[config.mk]
export PLATFORM = sky130hd
export DESIGN_NAME = backend_selector_rr_least_conn
export DESIGN_NICKNAME = d
export VERILOG_FILES = /design/src/design/bsel_pkg.sv /design/src/design/backend_selector_rr_least_conn.sv
export VERILOG_INCLUDE_DIRS = /design/src /design/src/design
export SDC_FILE = /design/constraint.sdc
export NUM_CORES = 1
export LEC_CHECK = 0
export ABC_AREA = 1
export BUFFER_PORTS_ARGS = -buffer_cell sky130_fd_sc_hd__buf_2
export CAP_MARGIN = 15
export CORE_MARGIN = 2
export CORE_UTILIZATION = 57
export CTS_CLUSTER_SIZE = 28
export DETAILED_ROUTE_END_ITERATION = 12
export HOLD_SLACK_MARGIN = 0.02
export PLACE_DENSITY = 0.85
export SYNTH_ARGS = -nofsm -noshare
export SYNTH_HDL_FRONTEND = slang
export SYNTH_SLANG_ARGS = --single-unit
[constraint.sdc]
create_clock -name aclk -period 8.18 [get_ports aclk]
set_input_delay 2.045 -clock aclk [delete_from_list [all_inputs] [get_ports aclk]]
set_output_delay 2.045 -clock aclk [all_outputs]
set_load 0.02 [all_outputs]
[src/design/assert_macros.svh]
// assertion macros shared by the selector rtl
// expects aclk and aresetn in the scope of each use
`ifndef ASSERT_MACROS_SVH
`define ASSERT_MACROS_SVH

// same-cycle implication
`define ASSERT_NOW(name, ante, cons) \
    name: assert property (@(posedge aclk) disable iff (!aresetn) (ante) |-> (cons)) \
        else $error("assertion failed");

// next-cycle implication
`define ASSERT_NEXT(name, ante, cons) \
    name: assert property (@(posedge aclk) disable iff (!aresetn) (ante) |=> (cons)) \
        else $error("assertion failed");

`endif

[src/design/bsel_pkg.sv]
// types, constants and helpers for the backend selector
// no dependencies
package bsel_pkg;

    localparam int NUM_GROUPS   = 4;
    localparam int NUM_BACKENDS = 8;
    localparam int COUNT_WIDTH  = 16;
    localparam int NUM_CNT_REGS = 4;

    localparam int G_W    = (NUM_GROUPS > 1) ? $clog2(NUM_GROUPS) : 1;
    localparam int IDX_W  = (NUM_BACKENDS > 1) ? $clog2(NUM_BACKENDS) : 1;
    localparam int SIZE_W = $clog2(NUM_BACKENDS + 1);
    localparam int LVL    = $clog2(NUM_BACKENDS);
    localparam int NBP    = 1 << LVL;
    localparam int LVL_W  = $clog2(LVL + 2);
    localparam int CMP_W  = 8;

    localparam int OPCODE_W   = 2;
    localparam int GROUP_W    = 2;
    localparam int BIDX_W     = 3;
    localparam int AG_W       = 3;
    localparam int MASK_W     = 4;
    localparam int BCNT_W     = 4;
    localparam int CFG_IDX_W  = 3;
    localparam int CFG_DATA_W = 4;
    localparam int S_TDATA_W  = 8;
    localparam int M_TDATA_W  = 8;

    typedef enum logic [OPCODE_W-1:0] {
        OP_SELECT = 2'd0,
        OP_OPEN   = 2'd1,
        OP_CLOSE  = 2'd2,
        OP_HEALTH = 2'd3
    } op_t;

    localparam logic [CFG_IDX_W-1:0] CFG_ACTIVE_GROUPS = 3'd0;
    localparam logic [CFG_IDX_W-1:0] CFG_LC_MASK       = 3'd1;
    localparam logic [CFG_IDX_W-1:0] CFG_BACKENDS0     = 3'd2;
    localparam logic [CFG_IDX_W-1:0] CFG_BACKENDS3     = 3'd5;

    typedef enum logic [4:0] {
        S_IDLE   = 5'b00001,
        S_READ   = 5'b00010,
        S_EXEC   = 5'b00100,
        S_REDUCE = 5'b01000,
        S_OUT    = 5'b10000
    } state_t;

    typedef struct packed {
        logic                   live;
        logic [COUNT_WIDTH-1:0] cnt;
    } entry_t;

    typedef entry_t [NUM_BACKENDS-1:0] row_t;

    typedef struct packed {
        logic                   valid;
        logic [COUNT_WIDTH-1:0] cnt;
        logic [IDX_W-1:0]       idx;
    } cand_t;

    function automatic row_t reset_row();
        row_t r;
        for (int i = 0; i < NUM_BACKENDS; i++) begin
            r[i].live = 1'b1;
            r[i].cnt  = '0;
        end
        return r;
    endfunction

    // lower index wins ties
    function automatic cand_t better(cand_t a, cand_t b);
        if (a.valid && (!b.valid || a.cnt <= b.cnt)) begin
            return a;
        end
        return b;
    endfunction

endpackage

[src/design/backend_selector_rr_least_conn.sv]
// backend selector top level: row memory, round-robin and least-connections search
// depends on bsel_pkg and assert_macros.svh
`include "assert_macros.svh"

// Each group's backends sit in one memory row ({live, count} per backend), read into a
// register in S_READ and written back after an update. One item is worked at a time:
// a round-robin select or an update passes S_READ, S_EXEC and S_OUT; a least-connections
// select also passes S_REDUCE, where the minimum search halves a registered candidate
// list once per cycle. The next input is taken as soon as the previous result sits in
// the output register. A row never written since reset reads as all backends live with
// zero connections; no clearing pass is run.
module backend_selector_rr_least_conn (
    input  logic                                aclk,
    input  logic                                aresetn,
    input  logic                                s_tvalid,
    output logic                                s_tready,
    // opcode[1:0], group_index[3:2], backend_index[6:4], alive[7]
    input  logic [bsel_pkg::S_TDATA_W-1:0]      s_tdata,
    output logic                                m_tvalid,
    input  logic                                m_tready,
    // found[0], chosen_backend[3:1], zero[7:4]
    output logic [bsel_pkg::M_TDATA_W-1:0]      m_tdata,
    input  logic                                cfg_we,
    input  logic [bsel_pkg::CFG_IDX_W-1:0]      cfg_index,
    input  logic [bsel_pkg::CFG_DATA_W-1:0]     cfg_wdata
);
    import bsel_pkg::*;

    state_t                  state_reg, state_next;
    op_t                     op_reg, op_next;
    logic [GROUP_W-1:0]      g_reg, g_next;
    logic [BIDX_W-1:0]       b_reg, b_next;
    logic                    alive_reg, alive_next;

    logic [AG_W-1:0]         ag_reg;
    logic [MASK_W-1:0]       mask_reg;
    logic [BCNT_W-1:0]       bcnt_reg [NUM_CNT_REGS];

    logic [IDX_W-1:0]        rr_ptr_reg [NUM_GROUPS];
    logic                    row_vld_reg [NUM_GROUPS];
    row_t                    mem [NUM_GROUPS];
    row_t                    rd_row_reg;
    logic                    rd_vld_reg;

    cand_t                   cand_reg [NBP];
    cand_t                   cand_next [NBP];
    logic [LVL_W-1:0]        lvl_reg, lvl_next;

    logic                    res_found_reg, res_found_next;
    logic [BIDX_W-1:0]       res_idx_reg, res_idx_next;
    logic                    m_valid_reg, m_valid_next;
    logic                    m_found_reg, m_found_next;
    logic [BIDX_W-1:0]       m_idx_reg, m_idx_next;

    logic                    mem_we;
    row_t                    wr_row;
    logic                    ptr_we;
    logic [IDX_W-1:0]        ptr_wdata;

    logic [G_W-1:0]          g_addr;
    logic                    grp_ok;
    logic [SIZE_W-1:0]       n_size;
    row_t                    row;
    logic [NUM_BACKENDS-1:0] live_mask;
    logic [IDX_W-1:0]        p0;
    logic                    hi_found, lo_found;
    logic [IDX_W-1:0]        hi_idx, lo_idx, rr_idx;
    logic [IDX_W-1:0]        b_addr;
    entry_t                  ent;
    logic                    upd_ok;

    assign g_addr   = G_W'(g_reg);
    assign b_addr   = IDX_W'(b_reg);
    assign s_tready = (state_reg == S_IDLE);
    assign m_tvalid = m_valid_reg;
    assign m_tdata  = {(M_TDATA_W - BIDX_W - 1)'(0), m_idx_reg, m_found_reg};

    always_comb begin
        grp_ok = (CMP_W'(g_reg) < CMP_W'(ag_reg)) && (CMP_W'(g_reg) < CMP_W'(NUM_GROUPS));
        if (CMP_W'(bcnt_reg[g_reg]) > CMP_W'(NUM_BACKENDS)) begin
            n_size = SIZE_W'(NUM_BACKENDS);
        end else begin
            n_size = SIZE_W'(bcnt_reg[g_reg]);
        end
        row = rd_vld_reg ? rd_row_reg : reset_row();
        upd_ok = grp_ok && (CMP_W'(b_reg) < CMP_W'(n_size));

        for (int i = 0; i < NUM_BACKENDS; i++) begin
            live_mask[i] = row[i].live && (i < int'(n_size));
        end
        p0 = (CMP_W'(rr_ptr_reg[g_addr]) >= CMP_W'(n_size)) ? '0 : rr_ptr_reg[g_addr];
        hi_found = 1'b0;
        lo_found = 1'b0;
        hi_idx   = '0;
        lo_idx   = '0;
        for (int i = NUM_BACKENDS - 1; i >= 0; i--) begin
            if (live_mask[i]) begin
                lo_found = 1'b1;
                lo_idx   = IDX_W'(i);
                if (IDX_W'(i) >= p0) begin
                    hi_found = 1'b1;
                    hi_idx   = IDX_W'(i);
                end
            end
        end
        rr_idx = hi_found ? hi_idx : lo_idx;

        ent = row[b_addr];
        case (op_reg)
            OP_OPEN: begin
                if (ent.cnt != '1) begin
                    ent.cnt = ent.cnt + 1'b1;
                end
            end
            OP_CLOSE: begin
                if (ent.cnt != '0) begin
                    ent.cnt = ent.cnt - 1'b1;
                end
            end
            OP_HEALTH: begin
                ent.live = alive_reg;
            end
            default: begin
            end
        endcase
    end

    always_comb begin
        state_next     = state_reg;
        op_next        = op_reg;
        g_next         = g_reg;
        b_next         = b_reg;
        alive_next     = alive_reg;
        lvl_next       = lvl_reg;
        res_found_next = res_found_reg;
        res_idx_next   = res_idx_reg;
        m_valid_next   = m_valid_reg && !m_tready;
        m_found_next   = m_found_reg;
        m_idx_next     = m_idx_reg;
        mem_we         = 1'b0;
        wr_row         = row;
        ptr_we         = 1'b0;
        ptr_wdata      = p0;
        for (int i = 0; i < NBP; i++) begin
            cand_next[i] = cand_reg[i];
        end

        case (state_reg)
            S_IDLE: begin
                if (s_tvalid) begin
                    op_next    = op_t'(s_tdata[1:0]);
                    g_next     = s_tdata[3:2];
                    b_next     = s_tdata[6:4];
                    alive_next = s_tdata[7];
                    state_next = S_READ;
                end
            end
            S_READ: begin
                state_next = S_EXEC;
            end
            S_EXEC: begin
                state_next = S_OUT;
                if (op_reg == OP_SELECT) begin
                    res_found_next = 1'b0;
                    res_idx_next   = '0;
                    if (grp_ok && n_size != '0) begin
                        if (mask_reg[g_reg]) begin
                            for (int i = 0; i < NBP; i++) begin
                                cand_next[i].valid = (i < NUM_BACKENDS) && live_mask[i];
                                cand_next[i].cnt   = row[i % NUM_BACKENDS].cnt;
                                cand_next[i].idx   = IDX_W'(i);
                            end
                            lvl_next   = '0;
                            state_next = S_REDUCE;
                        end else begin
                            ptr_we         = 1'b1;
                            res_found_next = lo_found;
                            res_idx_next   = BIDX_W'(rr_idx);
                            if (lo_found) begin
                                ptr_wdata = (CMP_W'(rr_idx) + CMP_W'(1) >= CMP_W'(n_size))
                                            ? '0 : rr_idx + 1'b1;
                            end
                        end
                    end
                end else begin
                    res_found_next = upd_ok;
                    res_idx_next   = b_reg;
                    if (upd_ok) begin
                        mem_we         = 1'b1;
                        wr_row[b_addr] = ent;
                    end
                end
            end
            S_REDUCE: begin
                if (lvl_reg == LVL_W'(LVL)) begin
                    res_found_next = cand_reg[0].valid;
                    res_idx_next   = cand_reg[0].valid ? BIDX_W'(cand_reg[0].idx) : '0;
                    state_next     = S_OUT;
                end else begin
                    for (int i = 0; i < NBP; i++) begin
                        if (i < NBP / 2) begin
                            cand_next[i] = better(cand_reg[2 * i], cand_reg[2 * i + 1]);
                        end else begin
                            cand_next[i] = '0;
                        end
                    end
                    lvl_next = lvl_reg + 1'b1;
                end
            end
            S_OUT: begin
                if (!m_valid_reg || m_tready) begin
                    m_valid_next = 1'b1;
                    m_found_next = res_found_reg;
                    m_idx_next   = res_idx_reg;
                    state_next   = S_IDLE;
                end
            end
            default: begin
                state_next = S_IDLE;
            end
        endcase
    end

    always_ff @(posedge aclk) begin
        if (!aresetn) begin
            state_reg   <= S_IDLE;
            m_valid_reg <= 1'b0;
            ag_reg      <= '0;
            mask_reg    <= '0;
            for (int i = 0; i < NUM_CNT_REGS; i++) begin
                bcnt_reg[i] <= '0;
            end
            for (int i = 0; i < NUM_GROUPS; i++) begin
                rr_ptr_reg[i]  <= '0;
                row_vld_reg[i] <= 1'b0;
            end
        end else begin
            state_reg   <= state_next;
            m_valid_reg <= m_valid_next;
            if (cfg_we) begin
                case (cfg_index)
                    CFG_ACTIVE_GROUPS: ag_reg <= cfg_wdata[AG_W-1:0];
                    CFG_LC_MASK:       mask_reg <= cfg_wdata[MASK_W-1:0];
                    default: begin
                        if (cfg_index inside {[CFG_BACKENDS0:CFG_BACKENDS3]}) begin
                            bcnt_reg[2'(cfg_index - CFG_BACKENDS0)] <= cfg_wdata[BCNT_W-1:0];
                        end
                    end
                endcase
            end
            if (ptr_we) begin
                rr_ptr_reg[g_addr] <= ptr_wdata;
            end
            if (mem_we) begin
                row_vld_reg[g_addr] <= 1'b1;
            end
        end
    end

    always_ff @(posedge aclk) begin
        op_reg        <= op_next;
        g_reg         <= g_next;
        b_reg         <= b_next;
        alive_reg     <= alive_next;
        lvl_reg       <= lvl_next;
        res_found_reg <= res_found_next;
        res_idx_reg   <= res_idx_next;
        m_found_reg   <= m_found_next;
        m_idx_reg     <= m_idx_next;
        for (int i = 0; i < NBP; i++) begin
            cand_reg[i] <= cand_next[i];
        end
    end

    always_ff @(posedge aclk) begin
        if (mem_we) begin
            mem[g_addr] <= wr_row;
        end
        if (state_reg == S_READ) begin
            rd_row_reg <= mem[g_addr];
            rd_vld_reg <= row_vld_reg[g_addr];
        end
    end

    `ASSERT_NOW(a_busy_no_ready, state_reg != S_IDLE, !s_tready)
    `ASSERT_NOW(a_write_in_exec, mem_we || ptr_we, state_reg == S_EXEC)
    `ASSERT_NOW(a_ptr_in_range, ptr_we, CMP_W'(ptr_wdata) < CMP_W'(n_size))
    `ASSERT_NEXT(a_result_loaded, state_reg == S_OUT && (!m_valid_reg || m_tready), m_tvalid)

endmodule
# Word level (Yosys, flattened, before mapping)

Memories as Yosys holds them, arrays and structs flattened. A register that Yosys moved wholly into a read port is not among the register bits.
Cells that the tools add are included.

Word-level logic and storage cells: 269
Output and inout port bits: 10
Memories kept: 5
Memory bits (writable): 736
Register bits: 32

Memories:

| memory      | depth | width | read ports | clocked after memory_dff | wr ports | line                                 | RTL |
|---|---|---|---|---|---|---|---|
| mem         | 4     | 136   | 1          | 1                        | 1        | backend_selector_rr_least_conn.sv:41 | `row_t mem [NUM_GROUPS];` |
| cand_reg    | 8     | 20    | 8          | 0                        | 8        | backend_selector_rr_least_conn.sv:45 | `cand_t cand_reg [NBP];` |
| bcnt_reg    | 4     | 4     | 1          | 1                        | 4        | backend_selector_rr_least_conn.sv:37 | `logic [BCNT_W-1:0] bcnt_reg [NUM_CNT_REGS];` |
| rr_ptr_reg  | 4     | 3     | 1          | 1                        | 4        | backend_selector_rr_least_conn.sv:39 | `logic [IDX_W-1:0] rr_ptr_reg [NUM_GROUPS];` |
| row_vld_reg | 4     | 1     | 1          | 1                        | 4        | backend_selector_rr_least_conn.sv:40 | `logic row_vld_reg [NUM_GROUPS];` |

Order comparisons: 30
Reduce and logical (&&, ||, !) cells: 44
Add/sub/neg operators: 6
Multiplexer cells: 153
Equal/unequal tests: 18

Operator list:

| operator                | number |
|---|---|
| $mux W160               | 4 |
| $mux W136               | 4 |
| $pmux W160 S2           | 1 |
| $mux W20                | 8 |
| $bwmux W136             | 1 |
| $mux W3                 | 42 |
| $mux W1                 | 68 |
| $le A16 B16 Y1          | 4 |
| $bmux W17 S3            | 1 |
| $demux W17 S3           | 1 |
| $mux W17                | 2 |
| $mux W16                | 2 |
| $pmux W16 S2            | 1 |
| $mux W5                 | 6 |
| $pmux W5 S5             | 1 |
| $logic_and A1 B1 Y1     | 17 |
| $add A16 B1 Y16 const B | 1 |
| $lt A3 B4 Y1 const A    | 4 |
| $ne A16 B16 Y1 const B  | 1 |
| $reduce_bool A16 Y1     | 1 |
| $sub A16 B1 Y16 const B | 1 |
| $ne A2 B2 Y1 const B    | 7 |
| $ge A3 B3 Y1 const A    | 4 |
| $pmux W3 S2             | 2 |
| other kinds (43)        | 67 |

# Depth between registers and ports, before layout

Word-level depth: 31
Depth in mapped cells: 37

# Worst setup path after synthesis

Ideal clock, no wire load.

Path type: flip-flop to flip-flop
Start: reg with a tool-made name
End: mem mem[0][0] (netlist name), enable pin
Period minus slack after synthesis: 8231 ps
Cell stages (with the launch flop): 14
Setup slack: -51 ps
Data arrival time: 7598 ps
Path buffers: 2
Cell sequence: dfxtp_1 inv_2 buf_6 nand2_1 nand3_1 nand2_2 nand2_1 ha_1 o21ai_1 inv_1 o211ai_2 nand4_4 buf_6 nor2_1

RTL lines:

| element       | line |
|---|---|
| end, declared | backend_selector_rr_least_conn.sv:41 |

==> results.ini <==
[cells_and_area]
largest_reg_flops = 544
layout-drive-gt1-share_pct = 10.7
n_fill_cell = 4836
antennaDiodeCount = 0
areaGrowthSynthToFinish_pct = 9.32
fin_cells = 4376
fin_nets = 3478
final_area_sq_mm = 0.0435
post-route-util_pct = 63.2

[outcome]
status = completed

[critical_path]
max_stage_delay_ns = 0.85
path_buf_inv = 2
crit_family = simple AND/OR/NAND/NOR gates
crit_path_start_kind = flop
critPathMostFrequentCell = nand3_1
r2r_slack_ns = 3.13
r2r-end = mem[3][51]
critPathMaxFanout = 18
crit_required_ns = 8.62
crit_type = reg2reg
rr_worst_depth = 15
r2r_start = b_addr[0]
crit_slowest_cell = nand3_2
crit_path_end_kind = flop
worstPathCellList = nand3_2 -> o22ai_2 -> nor2_1 -> nand2b_1 -> ha_1 -> nand3_1 -> inv_2 -> nand2_2 -> nor2_4 -> inv_2 -> nand2_1 -> nand3_1 -> nand3_1 -> o21ai_1 -> a21oi_1
arrival_ns = 5.48

[global_routing]
grt_pass1_wl_microns = 156000
grt_pass1_vias = 26900
gr-total-overflow = 0
antenna_found_initial = 0
grt_max_degree = 139
track_usage_pct = 28.8

[pwr]
powerDensity_mw_per_mm2 = 229
netSwitchingFraction_pct = 24.1
seq_power_share_pct = 50.8
report.power.total_mw = 9.98
p_clk_share_pct = 40.5
vdd_ir_drop_max_v = 0.000154
power_frac_comb_pct = 8.7
p_int_mw = 7.58
power_switching_mw = 2.40
leakage_nw = 16.3

[timing]
tns_ns = 0
final.min_clock_period_ns = 5.05
finalSetupViolations = 0
relSlewSlack_pct = 15.8
slew_viol_final = 0
hold_viol_final = 0
period_share_pct = 61.7
fin_skew_ns = 0.0368
fmax_mhz = 198
worst_slew_pin_slew_ns = 1.26
rsz0062_at_grt = no

[floorplanning]
ios = 30
die_width_microns = 268
initial_core_util_pct = 57.8
die_area_sq_mm = 0.0720
dieHeight_microns = 268
rows = 96
core_sq_mm = 0.0688

[cts]
hold_buffers = 0
numClockSinks = 896
clockBufferDepth = 3
cts_root_buf = clkbuf_16
path_clk_slew_ns = 0.06
cts.repair.resized = 0
clk_latency_ns = 0.68
cts_tree = done
cts_made_buffers = 88
post_cts_buffers = 0
cts_max_level = 3

[worst_hold_path]
hp-class = reg2reg
hold_path_startpoint = res_idx_reg[2]
hold_depth = 0
whs_endpoint = m_idx_reg[2]

[detailed_routing]
ant_nets = 0
dr_total_vias = 27600
drt-pass1-iter-count = 6
drc_errors = 0
wire_per_inst_microns = 23.7
drtIter0Drc = 4191
avgViaCountPerCell = 6.30
routed_wl_microns = 104000

[logic_synthesis]
yosysSeqAreaShare_pct = 67.1
ys_ff_latch = 896
synth_edf_count = 878
async_reset_ff_share_pct = 0
synth_ff_type = edfxtp_1
avgSynthCellArea_sq_um = 11.7
ys_warn_count = 0
synth_cell_types = 56
postSynthCellCount = 3389
syn_area_sq_mm = 0.0398

[place]
place_congestion = 0.919
post-place-cells = 4216
placed_area_sq_mm = 0.0407
port_buffers = 25
dpl.hpwl_microns = 57900

[flow_run]
drv_cap = 0

[worst max path at each step]
stage                   start                to  slack, ns  depth (start not counted)
floorplan                flop         mem[0][0]      -0.05                         13
global placement         flop  rr_ptr_reg[2][0]       3.28                         34
detailed placement       flop  rr_ptr_reg[0][0]       3.23                         34
CTS                      flop  rr_ptr_reg[0][0]       3.20                         34
global route             flop  rr_ptr_reg[3][2]       2.51                         33
finish              b_addr[0]        mem[3][51]       3.13                         15
[per-stage QoR]
step	hold slack, ns	worst slack [ns]
final	0.422	3.13
after global routing	0.442	2.51
after CTS	0.425	3.20
after detailed placement	0.409	3.23
after global placement	0.404	3.28
after floorplan	0.400	-0.0514
[power by group through the flow]
stage	sequential (mW)	combinational (mW)	clock [mW]
after floorplan	5.16	0.617	0
after global placement	5.17	0.828	0
after detailed placement	5.17	0.842	0
after CTS	5.07	0.850	4.05
after global routing	5.07	0.945	4.23
final	5.07	0.869	4.04
[worst reg2reg max path: cells and delay by family (launching register included)]
| kind | cells | cell delay (ns) |
|---|---|---|
| compound gates | 3 | 1.42 |
| fa+ha+maj | 1 | 0.36 |
| buf+inv | 2 | 0.30 |
| flops | 1 | 0.69 |
| simple gates | 9 | 2.03 |
[cell families after synthesis]
group	Yosys count	share of synthesized area [%]
AND/OR/NAND/NOR	1190	12.7
other	1	0.00942
AO/OA/AOI/OAI	738	12.4
XOR/XNOR	8	0.176
flip-flops	896	67.1
buffers and inverters	473	4.92
adder cells (fa/ha/maj)	83	2.61
[cell usage after synthesis (all sizes together) (2+ instances only)]
cell	count	area [sq um]
edfxtp	878	26400
nand2	640	2560
nor2	378	1530
inv	311	1170
a22oi	244	1830
a21oi	227	1480
o21ai	182	982
nand3	116	616
clkbuf	95	357
ha	83	1040
buf	66	428
o22ai	64	483
nand4	35	234
dfxtp	18	360
nor3	13	81.3
o211ai	8	65.1
xor2	5	43.8
a31oi	4	25.0
xnor2	3	26.3
a211oi	2	15.0
and2	2	12.5
nor4	2	12.5
or2	2	12.5
[cells in the final DEF, fill, tap and decap left out, types with 18 or more instances in the layout]
master and n:
a21oi_1 145, a21oi_2 77, a22oi_1 244, buf_2 25, buf_4 24, clkbuf_1 20
clkbuf_16 89, clkinv_1 22, dfxtp_1 18, edfxtp_1 878, ha_1 83, inv_1 294
nand2_1 609, nand2_4 18, nand3_1 109, nand4_1 34, nor2_1 346, nor2_4 19
o21ai_0 168, o22ai_1 52
[routing by layer]
layer  wire (microns)  vias up  part of all wire, %  GRT usage [%]
li1                 -    12100                    -              -
met1            37900    13200                   36           37.6
met2            48400     1906                   47           46.4
met3            12400      357                   12           6.04
met4             5190        0                  5.0           14.0
met5                0        -                    0              0
[cell type report]
class                           instances  area (sq um)  share of cell area, %
Sequential cell                       896         26700                   61.4
Timing Repair Buffer                   54           405                  0.931
Tap cell                              931          1160                   2.68
Clock buffer                          109          2300                   5.29
Multi-Input combinational cell       2023         11200                   25.8
Inverter                              312          1180                   2.72
Clock inverter                         51           524                   1.20
(Power assumes the default switching activity.)
